### config.mk
export PLATFORM = sky130hd
export DESIGN_NAME = percent_decoder_utf8_unit
export DESIGN_NICKNAME = d
export VERILOG_FILES = /design/src/rtl/core/pdu_pkg.sv /design/src/rtl/core/pdu_front.sv /design/src/rtl/core/pdu_queue.sv /design/src/rtl/core/pdu_back.sv /design/src/rtl/core/percent_decoder_utf8_unit.sv
export SDC_FILE = /design/constraint.sdc
export NUM_CORES = 1
export LEC_CHECK = 0
export ABC_AREA = 0
export BUFFER_PORTS_ARGS = -buffer_cell sky130_fd_sc_hd__clkbuf_2
export CAP_MARGIN = 20
export CORE_MARGIN = 2
export CORE_UTILIZATION = 55
export CTS_CLUSTER_DIAMETER = 200
export DETAILED_ROUTE_END_ITERATION = 10
export PLACE_DENSITY = 0.8
export SYNTH_ARGS = -nofsm -noshare
export SYNTH_HDL_FRONTEND = slang
export SYNTH_SLANG_ARGS = --single-unit
### constraint.sdc
create_clock -name clk -period 6.7 [get_ports clk]
set_input_delay 1.34 -clock clk [delete_from_list [all_inputs] [get_ports clk]]
set_output_delay 1.34 -clock clk [all_outputs]
set_load 0.05 [all_outputs]
### src/rtl/core/pdu_pkg.sv
package pdu_pkg;

  localparam int MAX_BYTES = 6;
  localparam int QDEPTH    = 4;
  localparam int QPTR_W    = $clog2(QDEPTH);
  localparam int QCNT_W    = $clog2(QDEPTH + 1);

  localparam logic [7:0] PCT_BYTE = 8'h25;

  // One queued request: the bytes that one input character produces.
  typedef struct packed {
    logic [MAX_BYTES-1:0][7:0] bytes;
    logic [2:0]                cnt;
    logic                      last;
  } rec_t;

endpackage

### src/rtl/core/pdu_front.sv
module pdu_front (
  input  logic          clk,
  input  logic          rst,
  input  logic          push,
  input  logic [20:0]   char_code,
  input  logic          last_char,
  input  logic          q_full,
  output logic          q_push,
  output pdu_pkg::rec_t q_wdata
);
  import pdu_pkg::*;

  localparam logic [1:0] PH_IDLE  = 2'd0;
  localparam logic [1:0] PH_PCT   = 2'd1;
  localparam logic [1:0] PH_DIGIT = 2'd2;

  // bit 4 flags a hex digit, bits 3:0 hold its value
  function automatic logic [4:0] hex_value(input logic [20:0] c);
    logic [4:0] r;
    r = '0;
    if (c >= 21'h30 && c <= 21'h39) begin
      r = {1'b1, c[3:0]};
    end else if ((c >= 21'h61 && c <= 21'h66) || (c >= 21'h41 && c <= 21'h46)) begin
      r = {1'b1, 4'(c[3:0] + 4'd9)};
    end
    return r;
  endfunction

  logic [1:0]      phase;
  logic [1:0]      phase_next;
  logic [6:0]      held;
  logic [6:0]      held_next;
  logic            accept;
  logic [4:0]      hv_c;
  logic [4:0]      hv_h;
  logic [1:0][7:0] pre;
  logic [1:0]      npre;
  logic [3:0][7:0] body;
  logic [2:0]      nbody;
  logic [3:0][7:0] enc;
  logic [2:0]      enc_n;
  logic            do_idle;
  logic [2:0]      off;
  rec_t            rec;

  assign accept = push && !q_full;
  assign hv_c   = hex_value(char_code);
  assign hv_h   = hex_value({14'd0, held});

  // UTF-8 form of the current code point
  always_comb begin
    enc   = '0;
    enc_n = 3'd1;
    if (char_code < 21'h80) begin
      enc[0] = {1'b0, char_code[6:0]};
    end else if (char_code < 21'h800) begin
      enc[0] = {3'b110, char_code[10:6]};
      enc[1] = {2'b10, char_code[5:0]};
      enc_n  = 3'd2;
    end else if (char_code < 21'h10000) begin
      enc[0] = {4'b1110, char_code[15:12]};
      enc[1] = {2'b10, char_code[11:6]};
      enc[2] = {2'b10, char_code[5:0]};
      enc_n  = 3'd3;
    end else begin
      enc[0] = {5'b11110, char_code[20:18]};
      enc[1] = {2'b10, char_code[17:12]};
      enc[2] = {2'b10, char_code[11:6]};
      enc[3] = {2'b10, char_code[5:0]};
      enc_n  = 3'd4;
    end
  end

  always_comb begin
    phase_next = phase;
    held_next  = held;
    pre        = '0;
    npre       = 2'd0;
    body       = '0;
    nbody      = 3'd0;
    do_idle    = 1'b0;
    off        = '0;
    rec        = '0;
    unique case (phase)
      PH_PCT: begin
        if (hv_c[4] && !last_char) begin
          phase_next = PH_DIGIT;
          held_next  = char_code[6:0];
        end else begin
          pre[0]  = PCT_BYTE;
          npre    = 2'd1;
          do_idle = 1'b1;
        end
      end
      PH_DIGIT: begin
        if (hv_c[4] && hv_h[4]) begin
          body[0]    = {hv_h[3:0], hv_c[3:0]};
          nbody      = 3'd1;
          phase_next = PH_IDLE;
          held_next  = '0;
        end else begin
          // broken escape: flush '%' and the held digit literally
          pre[0]  = PCT_BYTE;
          pre[1]  = {1'b0, held};
          npre    = 2'd2;
          do_idle = 1'b1;
        end
      end
      default: do_idle = 1'b1;
    endcase
    if (do_idle) begin
      phase_next = PH_IDLE;
      held_next  = '0;
      if (char_code == {13'd0, PCT_BYTE} && !last_char) begin
        phase_next = PH_PCT;
      end else begin
        body  = enc;
        nbody = enc_n;
      end
    end
    if (last_char) begin
      phase_next = PH_IDLE;
      held_next  = '0;
    end
    // pack literal prefix and body into one byte list
    for (int k = 0; k < MAX_BYTES; k++) begin
      off = 3'(k) - {1'b0, npre};
      if (3'(k) < {1'b0, npre}) begin
        rec.bytes[k] = pre[k % 2];
      end else begin
        rec.bytes[k] = body[off[1:0]];
      end
    end
    rec.cnt  = {1'b0, npre} + nbody;
    rec.last = last_char;
  end

  always_ff @(posedge clk) begin
    if (rst) begin
      phase <= PH_IDLE;
      held  <= '0;
    end else if (accept) begin
      phase <= phase_next;
      held  <= held_next;
    end
  end

  assign q_push  = accept && (rec.cnt != 3'd0);
  assign q_wdata = rec;

endmodule

### src/rtl/core/pdu_queue.sv
module pdu_queue (
  input  logic          clk,
  input  logic          rst,
  input  logic          wr,
  input  pdu_pkg::rec_t wdata,
  input  logic          rd,
  output pdu_pkg::rec_t rdata,
  output logic          full,
  output logic          empty
);
  import pdu_pkg::*;

  rec_t              mem [QDEPTH];
  logic [QPTR_W-1:0] head;
  logic [QPTR_W-1:0] tail;
  logic [QCNT_W-1:0] count;

  assign full  = (count == QCNT_W'(QDEPTH));
  assign empty = (count == '0);
  assign rdata = mem[head];

  always_ff @(posedge clk) begin
    if (wr) begin
      mem[tail] <= wdata;
    end
  end

  always_ff @(posedge clk) begin
    if (rst) begin
      head  <= '0;
      tail  <= '0;
      count <= '0;
    end else begin
      if (wr) begin
        tail <= QPTR_W'(tail + 1'b1);
      end
      if (rd) begin
        head <= QPTR_W'(head + 1'b1);
      end
      if (wr && !rd) begin
        count <= count + 1'b1;
      end else if (rd && !wr) begin
        count <= count - 1'b1;
      end
    end
  end

endmodule

### src/rtl/core/pdu_back.sv
module pdu_back (
  input  logic          clk,
  input  logic          rst,
  input  logic          q_empty,
  input  pdu_pkg::rec_t q_rdata,
  output logic          q_pop,
  input  logic          pop,
  output logic          empty,
  output logic [7:0]    out_byte,
  output logic          end_of_output
);
  import pdu_pkg::*;

  rec_t       cur;
  logic       cur_valid;
  logic [2:0] idx;
  logic       at_end;
  logic       take;

  assign at_end = (idx == cur.cnt - 3'd1);
  assign take   = cur_valid && pop;
  // load the next request when none is held or the current one is drained
  assign q_pop  = !q_empty && (!cur_valid || (take && at_end));

  assign empty         = !cur_valid;
  assign out_byte      = cur.bytes[idx];
  assign end_of_output = cur.last && at_end;

  always_ff @(posedge clk) begin
    if (q_pop) begin
      cur <= q_rdata;
    end
  end

  always_ff @(posedge clk) begin
    if (rst) begin
      cur_valid <= 1'b0;
      idx       <= '0;
    end else if (q_pop) begin
      cur_valid <= 1'b1;
      idx       <= '0;
    end else if (take) begin
      if (at_end) begin
        cur_valid <= 1'b0;
        idx       <= '0;
      end else begin
        idx <= idx + 3'd1;
      end
    end
  end

endmodule

### src/rtl/core/percent_decoder_utf8_unit.sv
// An item's first byte reaches the result ports via the queue and the request register.
// Throughput: one character accepted per cycle unless full; one result byte per cycle
// while pop is high. An n-byte item holds the result side until all n bytes are popped;
// a four-request queue between decode front and byte serialiser absorbs the difference.
// Reset (synchronous, active high) drops any pending escape, the queue and the output.
module percent_decoder_utf8_unit (
  input  logic        clk,
  input  logic        rst,
  input  logic        push,
  output logic        full,
  input  logic [20:0] char_code,
  input  logic        last_char,
  output logic        empty,
  input  logic        pop,
  output logic [7:0]  out_byte,
  output logic        end_of_output
);
  import pdu_pkg::*;

  logic q_push;
  logic q_pop;
  logic q_full;
  logic q_empty;
  rec_t q_wdata;
  rec_t q_rdata;

  assign full = q_full;

  pdu_front u_front (
    .clk       (clk),
    .rst       (rst),
    .push      (push),
    .char_code (char_code),
    .last_char (last_char),
    .q_full    (q_full),
    .q_push    (q_push),
    .q_wdata   (q_wdata)
  );

  pdu_queue u_queue (
    .clk   (clk),
    .rst   (rst),
    .wr    (q_push),
    .wdata (q_wdata),
    .rd    (q_pop),
    .rdata (q_rdata),
    .full  (q_full),
    .empty (q_empty)
  );

  pdu_back u_back (
    .clk           (clk),
    .rst           (rst),
    .q_empty       (q_empty),
    .q_rdata       (q_rdata),
    .q_pop         (q_pop),
    .pop           (pop),
    .empty         (empty),
    .out_byte      (out_byte),
    .end_of_output (end_of_output)
  );

`ifndef SYNTHESIS
  a_reset_empty: assert property (@(posedge clk) rst |=> empty)
    else $error("result side not empty after reset");

  a_last_queued: assert property (@(posedge clk) disable iff (rst)
    (push && !full && last_char) |-> q_push)
    else $error("final character produced no request");

  a_mid_request: assert property (@(posedge clk) disable iff (rst)
    (!empty && pop && !u_back.at_end) |=> !empty)
    else $error("request dropped before its bytes were delivered");

  a_no_overflow: assert property (@(posedge clk) disable iff (rst)
    q_full |-> !q_push)
    else $error("queue written while full");
`endif

endmodule

* Yosys cells after proc, flatten, opt, wreduce, memory -nomap -nowiden
Memory sizes are Yosys's and may differ from the RTL's. A register that Yosys moved wholly into a read port is not among the register bits. Index checks and enable logic that the tools add are counted.
Cells by class: mux-type cells 69, reductions and logical operators 35, equal/unequal tests 7, $add $sub $neg 15, magnitude comparators 27
Operators by type and width (count):
- 8-bit two-way mux | 16
- 8-bit binary-select mux with 2-bit select | 6
- 32-bit two-way mux | 2
- 21-bit by 7-bit >= comparator with 1-bit output (second input constant) | 2
- 21-bit by 7-bit <= comparator with 1-bit output (second input constant) | 2
- 7-bit two-way mux | 5
- 16-bit two-way mux | 2
- 3-bit two-way mux | 9
- 8-bit binary-select mux with 3-bit select | 1
- 24-bit two-way mux | 1
- 22-bit two-way mux | 1
- 21-bit by 6-bit equality test with 1-bit output (second input constant) | 1
- 21-bit by 6-bit >= comparator with 1-bit output (second input constant) | 1
- 21-bit by 6-bit <= comparator with 1-bit output (second input constant) | 1
- 21-bit by 12-bit less-than comparator with 1-bit output (second input constant) | 1
- 21-bit by 17-bit less-than comparator with 1-bit output (second input constant) | 1
- 21-bit by 8-bit less-than comparator with 1-bit output (second input constant) | 1
- 5-bit two-way mux | 4
- 2-bit by 3-bit less-than comparator with 1-bit output (second input constant) | 6
- 1-bit logical AND | 17
- 8-bit one-hot mux with 2 select lines | 1
- 15-bit two-way mux | 1
- 7-bit >= comparator (second input constant) | 2
- 7-bit <= comparator (second input constant) | 2
- other kinds (33) | 67
Word-level totals: register bits after elaboration 20, input bits 26, bits in writable memories 208, memories kept 1, logic and storage cells 161, output and inout port bits 11
Memory list:
- u_queue.mem | words 4, width 52, read ports 1, clocked after memory_dff 1, wr ports 1, RTL line pdu_queue.sv:13 | rec_t mem [QDEPTH];

* Depth between registers and ports, before layout
Gate-level depths: netlist of run 1.
word-level depth 17, mapped depth 22, mapped depth without buffers 19

* By module
Synthesis of run 1 repeated with hierarchy kept, for this count alone.
Unflattened totals: cells, all modules 798, area total of the unflattened synthesis 12742.2 sq um
By module, submodules not included:
- pdu_queue | seq. area each 6426.2 sq um, cells each 316, times used 1, area an instance 7993.9 sq um
- pdu_front | seq. area each 180.2 sq um, cells each 360, times used 1, area an instance 2474.9 sq um
- pdu_back | seq. area each 1641.6 sq um, cells each 122, times used 1, area an instance 2273.4 sq um

* Worst setup path after synthesis of run 1
No wires, ideal clock.
kind input to register, from input char_code[1], to memory u_queue.mem[0][0] (netlist bit), enable pin, cell stages on the path 17, arrival 5.764 ns, setup slack 0.521 ns, library setup time 0.415 ns, buffers on the path 3, data required time 6.285 ns, cell sequence buf_2 inv_1 ha_1 or3b_4 nor4b_2 o211a_1 o32ai_2 buf_2 nor2_1 nor2_1 buf_2 a22oi_1 ha_1 fa_1 nor2_1 a21boi_2 and2_1
RTL lines:
- from (decl) | RTL line percent_decoder_utf8_unit.sv:11 | input logic [20:0] char_code,
- to (decl) | RTL line pdu_queue.sv:13

==> results of run 1 <==
power breakdown:
part / internal (mW) / total (mW) / leakage (nW) / switching, mW
registers: 2.26 / 2.39 / 2.45 / 0.124
logic: 0.380 / 0.930 / 1.69 / 0.550
clock network: 0.754 / 1.37 / 0.399 / 0.619
total: 3.40 / 4.69 / 4.54 / 1.29
Yosys cell counts, types with 6 or more instances:
cell,number
ha_1,17
buf_2,10
nand2_1,38
o22ai_1,16
nor3_1,16
mux4_2,60
xnor2_1,9
and3_1,7
dfxtp_1,20
and2_1,8
o21ai_0,24
nor2_1,57
edfxtp_1,260
a21oi_1,38
a31oi_1,8
inv_1,29
nand2b_1,6
clkbuf_1,23
mux2i_1,17
nand3_1,14
buf_1,9
a22oi_1,13
critical path, cell delays in order:
cell	delay [ns]
clkbuf_2	0.28
ha_1	0.25
or3b_4	0.39
nor4b_2	0.41
o211a_1	0.29
o32ai_2	0.14
o21ai_1	0.35
a22oi_1	0.16
ha_1	0.24
fa_1	0.57
nor2_1	0.07
a21boi_2	0.29
ha_1	0.24
inv_1	0.06
fa_1	0.37
xor2_1	0.18
or3_1	0.30
a21oi_1	0.14
layer usage:
layer  routed length, um  track usage (%)  vias to the layer above
li1                    -                -                     3270
met5                   0                0                        -
met1               10900             32.6                     3653
met4                 720             6.08                        0
met3                1980             3.01                       57
met2               13200             38.2                      339
area by class of cell:
| type | count | area (sq um) |
|---|---|---|
| Fill cell | 1590 | 8660 |
| Sequential cell | 280 | 8210 |
| Multi-Input combinational cell | 453 | 4010 |
| Clock buffer | 28 | 658 |
| Tap cell | 285 | 357 |
| Timing Repair Buffer | 52 | 350 |
| Clock inverter | 19 | 139 |
| Inverter | 31 | 118 |
registers in the layout (all words and copies together) (netlist names):
name              cells
u_back.cur           52
u_front.phase         2
u_queue.mem         208
u_front.held          7
u_back.cur_valid      1
u_queue.tail          2
u_queue.head          2
u_back.idx            3
u_queue.count         3
logic make-up (layout without fill, tap and decap cells):
kind of cell	count (synthesis)	in the layout	synth area share, %
muxes	80	80	12.5
adders and majority gates	19	19	2.02
DFF	280	280	65.5
buffers and inverters	76	130	2.57
AOI/OAI and AO/OA	154	154	8.43
and+or+nand+nor	186	186	7.94
xor gates and xnor gates	14	14	0.979
metrics by stage:
| step | cell area, sq um | util (%) |
|---|---|---|
| final | 13800 | 61.5 |
| after global routing | 13800 | 61.5 |
| after CTS | 13800 | 61.5 |
| after detailed placement | 13000 | 58.0 |
| after global placement | 13000 | 58.0 |
| after floorplan | 12500 | - |
path summary, 6_finish.rpt:
kind                                  startpoint               end  depth (start not counted)
worst max-delay path                char_code[0]  u_queue.count[2]                         18
worst min-delay path            u_queue.count[2]  u_queue.count[2]                          2
worst max register to register   u_front.held[1]  u_queue.count[2]                         20
worst min register to register  u_queue.count[2]  u_queue.count[2]                          2
==> impl_metrics.prom, run 1 <==
# TYPE chip_impl_metric gauge
chip_impl_info{name="result_of_the_run",value="finished clean"} 1
chip_impl_metric{name="die_area",unit="sq um"} 24000
chip_impl_metric{name="syn-instance-count",unit=""} 809
chip_impl_metric{name="finalPower",unit="mW"} 4.69
chip_impl_metric{name="antenna_found_initial",unit=""} 0
chip_impl_metric{name="fin_crit_sh",unit="%"} 84.3
chip_impl_metric{name="finalWorstPathRequiredPeriod",unit="ns"} 5.65
chip_impl_metric{name="cts.sink_count",unit=""} 280
chip_impl_metric{name="power.static_leakage",unit="nW"} 4.54
chip_impl_metric{name="post_cts_hold_buffer_count",unit=""} 0
chip_impl_metric{name="post_drt_via_cell_ratio",unit=""} 6.38
chip_impl_metric{name="num_vias",unit=""} 7319
chip_impl_metric{name="grt_first_pass_wirelength",unit="um"} 42200
chip_impl_info{name="dominantRegCellSynth",value="edfxtp_1"} 1
chip_impl_info{name="critPathCaptureType",value="flip-flop"} 1
chip_impl_metric{name="hold-worst-slack",unit="ns"} 0.510
chip_impl_metric{name="die-width",unit="um"} 155
chip_impl_metric{name="drt_drc_violations_left",unit=""} 0
chip_impl_metric{name="core",unit="sq um"} 22500
chip_impl_info{name="commonest_non_fill_non_tap_cells_in_the_layout",value="edfxtp_1 (260), mux4_2 (60), nor2_1 (57)"} 1
chip_impl_metric{name="clock-skew-final",unit="ns"} 0.0240
chip_impl_metric{name="setup.reg_to_reg.worst_slack",unit="ns"} 1.70
chip_impl_metric{name="wire_per_inst",unit="um"} 23.3
chip_impl_metric{name="insertedDiodeCount",unit=""} 0
chip_impl_metric{name="layout-drive-gt1-share",unit="%"} 22.0
chip_impl_metric{name="timing.slew.headroom",unit="%"} 35.7
chip_impl_metric{name="io_pins",unit=""} 37
chip_impl_metric{name="worst_slew_pin_slew",unit="ns"} 0.964
chip_impl_metric{name="largest_net_degree_at_the_start_of_global_routing",unit=""} 58
chip_impl_metric{name="placement.setup.worst_slack",unit="ns"} 0.570
chip_impl_metric{name="final-max-slew-violation-count",unit=""} 0
chip_impl_info{name="cts_tree",value="yes"} 1
chip_impl_metric{name="fin_setup_tns",unit="ns"} 0
chip_impl_metric{name="io_buffers",unit=""} 36
chip_impl_info{name="layout.cells.most_common",value="edfxtp_1"} 1
chip_impl_info{name="grt_setup_unrepaired",value="no"} 1
chip_impl_metric{name="cts.repair_timing.setup_buffer_count",unit=""} 0
chip_impl_metric{name="finalNetCount",unit=""} 889
chip_impl_metric{name="syn-cell-area",unit="sq um"} 12500
chip_impl_metric{name="synth.yosys.seq_area_share",unit="%"} 65.5
chip_impl_metric{name="timing.final.hold_violations",unit=""} 0
chip_impl_metric{name="grt_remaining_overflow",unit=""} 0
chip_impl_metric{name="route.final.wire_length",unit="um"} 26800
chip_impl_metric{name="gp_congestion",unit=""} 0.974
chip_impl_metric{name="dp.final_hpwl",unit="um"} 17500
chip_impl_metric{name="worst-path-max-fanout",unit=""} 15
chip_impl_metric{name="dpl.cell_count",unit=""} 1101
chip_impl_info{name="yosys-top-cells-area",value="edfxtp_1 (62%), mux4_2 (11%), dfxtp_1 (3.2%), nor2_1 (1.7%), ha_1 (1.7%)"} 1
chip_impl_metric{name="htreeDepth",unit=""} 1
chip_impl_metric{name="ctsResizeCount",unit=""} 0
chip_impl_metric{name="drt-pass1-iter-count",unit=""} 5
chip_impl_info{name="path_type_of_the_worst_setup_path",value="in -> reg"} 1
chip_impl_metric{name="required",unit="ns"} 7.15
chip_impl_metric{name="ys_ff_latch",unit=""} 280
chip_impl_info{name="post_synthesis_cell_type_with_the_largest_combined_area",value="edfxtp_1"} 1
chip_impl_metric{name="finalSetupViolations",unit=""} 0
chip_impl_metric{name="total_number_of_placement_rows",unit=""} 55
chip_impl_info{name="cts.root.buffer_cell",value="clkbuf_16"} 1
chip_impl_metric{name="number_of_enable_flip_flop_cells_after_synthesis",unit=""} 260
chip_impl_info{name="worst_hold_path_type",value="reg -> reg"} 1
chip_impl_metric{name="cts-buffers-inserted",unit=""} 26
chip_impl_metric{name="p_per_area",unit="nW/um^2"} 339
chip_impl_metric{name="clk_path_buf_depth",unit=""} 3
chip_impl_metric{name="area_delta_synth_final",unit="%"} 10.6
chip_impl_metric{name="clk_latency",unit="ns"} 0.53
chip_impl_metric{name="max_freq",unit="MHz"} 177
chip_impl_metric{name="number_of_nets_produced_by_synthesis",unit=""} 854
chip_impl_metric{name="die-height",unit="um"} 155
chip_impl_metric{name="drv_cap",unit=""} 0
chip_impl_metric{name="synth_cell_type_count",unit=""} 86
chip_impl_metric{name="synth_top_area_share",unit="%"} 62.4
chip_impl_metric{name="fin_cells",unit=""} 1148
chip_impl_metric{name="initial_core_util",unit="%"} 55.6
chip_impl_metric{name="synth_async_sr_flop_share",unit="%"} 0
chip_impl_metric{name="post_drt_antenna_nets",unit=""} 0
chip_impl_metric{name="initialDrtViolationCount",unit=""} 642
chip_impl_metric{name="finalWorstSetupSlack",unit="ns"} 1.05
chip_impl_metric{name="cts.reportedPaths.clkPinSlew",unit="ns"} 0.07
chip_impl_info{name="timing.critical_path.from_type",value="input port"} 1
chip_impl_metric{name="grt_pass1_vias",unit=""} 7211
chip_impl_metric{name="synth.avg_cell_area",unit="sq um"} 15.5
chip_impl_metric{name="total_track_usage",unit="%"} 23.0
chip_impl_metric{name="synth-warning-count",unit=""} 0
chip_impl_metric{name="ir_drop",unit="mV"} 0.255
chip_impl_metric{name="timing.critical_path.arrival",unit="ns"} 6.10
Power figures use the tool's default switching activity.
==> inputs of run 2 (changes only) <==
- clock period: 6.7 -> 5.7 ns (I/O delays scaled with it)
==> run 2 against run 1 <==
Via count rose by 4.7%. Sequential cell count is the same. Setup slack lost 0.63 ns. Die area unchanged. Sequential share of layout area is 0.27 points lower. Non-clock buffer count grew 13. Wire length rose by 8.2%. Clock power grew 20%. First-iteration DRC count increased by 53%. Sequential power grew 18%. Highest routed layer unchanged.
==> impl_metrics.prom, run 2 (synthesis results as in run 1) <==
# TYPE chip_impl_metric gauge
chip_impl_metric{name="number_of_flip_flops_in_the_largest_register",unit=""} 208
chip_impl_metric{name="initial_core_util",unit="%"} 55.6
chip_impl_info{name="worst_r2r_startpoint",value="u_front.held[1]"} 1
chip_impl_metric{name="total_track_usage",unit="%"} 24.7
chip_impl_info{name="timing.critical_path.from_type",value="flip-flop"} 1
chip_impl_metric{name="insertedDiodeCount",unit=""} 0
chip_impl_info{name="critical_path.startpoint",value="u_front.held[1]"} 1
chip_impl_metric{name="clk_path_buf_depth",unit=""} 3
chip_impl_metric{name="cp.buffers_inverters",unit=""} 3
chip_impl_info{name="cpLargestDelayFamily",value="adder cells"} 1
chip_impl_metric{name="grt_first_pass_wirelength",unit="um"} 45000
chip_impl_metric{name="timing.slew.headroom",unit="%"} 44.3
chip_impl_metric{name="grt_remaining_overflow",unit=""} 0
chip_impl_metric{name="timing.critical_path.arrival",unit="ns"} 5.72
chip_impl_metric{name="post_drt_antenna_nets",unit=""} 0
chip_impl_metric{name="finalWorstPathRequiredPeriod",unit="ns"} 5.28
chip_impl_metric{name="fin_crit_sh",unit="%"} 92.6
chip_impl_metric{name="finalSetupViolations",unit=""} 0
chip_impl_metric{name="timing.final.hold_violations",unit=""} 0
chip_impl_metric{name="p_per_area",unit="nW/um^2"} 401
chip_impl_metric{name="wire_per_inst",unit="um"} 25.0
chip_impl_metric{name="clk_latency",unit="ns"} 0.52
chip_impl_info{name="commonest_non_fill_non_tap_cells_in_the_layout",value="edfxtp_1 (260), mux4_2 (60), nor2_1 (57)"} 1
chip_impl_metric{name="core",unit="sq um"} 22500
chip_impl_info{name="worst_hold_path_type",value="reg -> reg"} 1
chip_impl_metric{name="placement.setup.worst_slack",unit="ns"} 0.139
chip_impl_metric{name="total_number_of_placement_rows",unit=""} 55
chip_impl_metric{name="grt_pass1_vias",unit=""} 7564
chip_impl_metric{name="required",unit="ns"} 6.14
chip_impl_metric{name="wire_length_on_met3",unit="um"} 2270
chip_impl_metric{name="ir_drop",unit="mV"} 0.265
chip_impl_metric{name="cts-buffers-inserted",unit=""} 26
chip_impl_info{name="hold_path_startpoint",value="u_queue.count[2]"} 1
chip_impl_metric{name="dpl.cell_count",unit=""} 1114
chip_impl_metric{name="final-max-slew-violation-count",unit=""} 0
chip_impl_metric{name="timing.critical_path.slowest_cell_delay",unit="ns"} 0.61
chip_impl_info{name="largest-register",value="u_queue.mem"} 1
chip_impl_metric{name="post_drt_via_cell_ratio",unit=""} 6.61
chip_impl_metric{name="drt-pass1-iter-count",unit=""} 6
chip_impl_metric{name="fillCellCount",unit=""} 1541
chip_impl_metric{name="num_vias",unit=""} 7664
chip_impl_metric{name="finalWorstSetupSlack",unit="ns"} 0.423
chip_impl_info{name="layout_top_registers",value="u_queue.mem: 208 flops, u_back.cur: 52 flops, u_front.held: 7 flops"} 1
chip_impl_metric{name="io_buffers",unit=""} 36
chip_impl_metric{name="dp.final_hpwl",unit="um"} 17600
chip_impl_metric{name="fin_cells",unit=""} 1159
chip_impl_metric{name="gp_congestion",unit=""} 0.998
chip_impl_metric{name="die-width",unit="um"} 155
chip_impl_metric{name="worst-path-max-fanout",unit=""} 22
chip_impl_metric{name="cts.repair_timing.setup_buffer_count",unit=""} 0
chip_impl_metric{name="cts.sink_count",unit=""} 280
chip_impl_info{name="cts.root.buffer_cell",value="clkbuf_16"} 1
chip_impl_metric{name="drt_drc_violations_left",unit=""} 0
chip_impl_metric{name="area_delta_synth_final",unit="%"} 11.1
chip_impl_info{name="top_layer",value="met4"} 1
chip_impl_metric{name="max_freq",unit="MHz"} 189
chip_impl_metric{name="initialDrtViolationCount",unit=""} 981
chip_impl_metric{name="power.static_leakage",unit="nW"} 4.58
chip_impl_metric{name="drv_cap",unit=""} 0
chip_impl_metric{name="worst_slew_pin_slew",unit="ns"} 0.835
chip_impl_info{name="grt_setup_unrepaired",value="no"} 1
chip_impl_metric{name="route.final.wire_length",unit="um"} 29000
chip_impl_info{name="cts_tree",value="yes"} 1
chip_impl_metric{name="antenna_found_initial",unit=""} 0
chip_impl_info{name="path_type_of_the_worst_setup_path",value="reg -> reg"} 1
chip_impl_info{name="crit_path_cell_trace",value="inv_1 -> ha_1 -> o311ai_2 -> o21ai_0 -> o32ai_2 -> buf_4 -> nor2_1 -> nor2_1 -> a22oi_1 -> ha_1 -> fa_1 -> nor2_1 -> a21boi_2 -> ha_1 -> inv_1 -> fa_1 -> xor2_1 -> or3_1 -> a21oi_1"} 1
chip_impl_info{name="result_of_the_run",value="finished clean"} 1
chip_impl_metric{name="multi_input_comb_area",unit="sq um"} 4010
chip_impl_metric{name="m1WireLength",unit="um"} 11200
chip_impl_metric{name="largest_net_degree_at_the_start_of_global_routing",unit=""} 58
chip_impl_metric{name="finalNetCount",unit=""} 902
chip_impl_metric{name="fin_setup_tns",unit="ns"} 0
chip_impl_info{name="critPathCaptureType",value="flip-flop"} 1
chip_impl_metric{name="ctsResizeCount",unit=""} 0
chip_impl_info{name="layout.cells.most_common",value="edfxtp_1"} 1
chip_impl_metric{name="htreeDepth",unit=""} 1
chip_impl_metric{name="clock-skew-final",unit="ns"} 0.0124
chip_impl_metric{name="met2RoutedLength",unit="um"} 14600
chip_impl_metric{name="die-height",unit="um"} 155
chip_impl_metric{name="die_area",unit="sq um"} 24000
chip_impl_metric{name="layout-drive-gt1-share",unit="%"} 22.8
chip_impl_metric{name="io_pins",unit=""} 37
chip_impl_metric{name="post_cts_hold_buffer_count",unit=""} 0
chip_impl_info{name="crit_path_top_delay_cell",value="dfxtp_1"} 1
chip_impl_metric{name="cts.reportedPaths.clkPinSlew",unit="ns"} 0.06
chip_impl_metric{name="layout.area.seq",unit="sq um"} 8210
## run 2: changes by cell type in the layout (fill, tap and decap cells not counted)
cell,change
clkinv_8,-1
clkbuf_16,+1
clkbuf_8,+3
buf_12,-4
inv_8,-1
clkinv_1,-2
buf_4,+17
clkinv_2,-6
clkbuf_1,+4
## run 2: per-layer routing
metal,global-route usage (%),up-vias
met3,3.12,80
met1,34.0,3802
li1,-,3294
met5,0,-
met4,7.63,0
met2,41.7,488
## run 2: tightest hold or removal path: cells and delay by family, from the launching register on
family         cells  cell delay (ns)
AO/OA/AOI/OAI      2             0.14
flip-flops         1             0.33
## run 2: path summary, 6_finish.rpt
kind,endpoint,slack (ns),cells past startpoint
max,u_queue.count[2],0.42,19
min,u_queue.count[2],0.52,2
max reg2reg,u_queue.count[2],0.42,19
min reg2reg,u_queue.count[2],0.52,2
## run 2: area by class of cell
| cell class | instances | area share, % |
|---|---|---|
| clock buffers | 36 | 5.32 |
| clock inverters | 9 | 0.531 |
| inverters | 31 | 0.846 |
| multi-input cells | 453 | 28.8 |
| flip-flops and latches | 280 | 59.1 |
| well taps | 285 | 2.56 |
| repair buffers | 65 | 2.86 |
## run 2: report_power, final
part           switching (mW)  internal [mW]  total [mW]
clock network           0.707          0.948        1.65
logic                   0.672          0.440        1.11
registers               0.146           2.67        2.81
total                    1.52           4.05        5.58
## run 2: through the flow
stage	hold WS [ns]	util, %	power, mW	area, sq um
finish	0.518	61.8	5.58	13900
CTS	0.513	61.8	5.61	13900
floorplan	0.463	-	3.64	12500
global route	0.545	61.8	5.78	13900
global placement	0.486	58.2	3.91	13100
detailed placement	0.502	58.2	3.96	13100
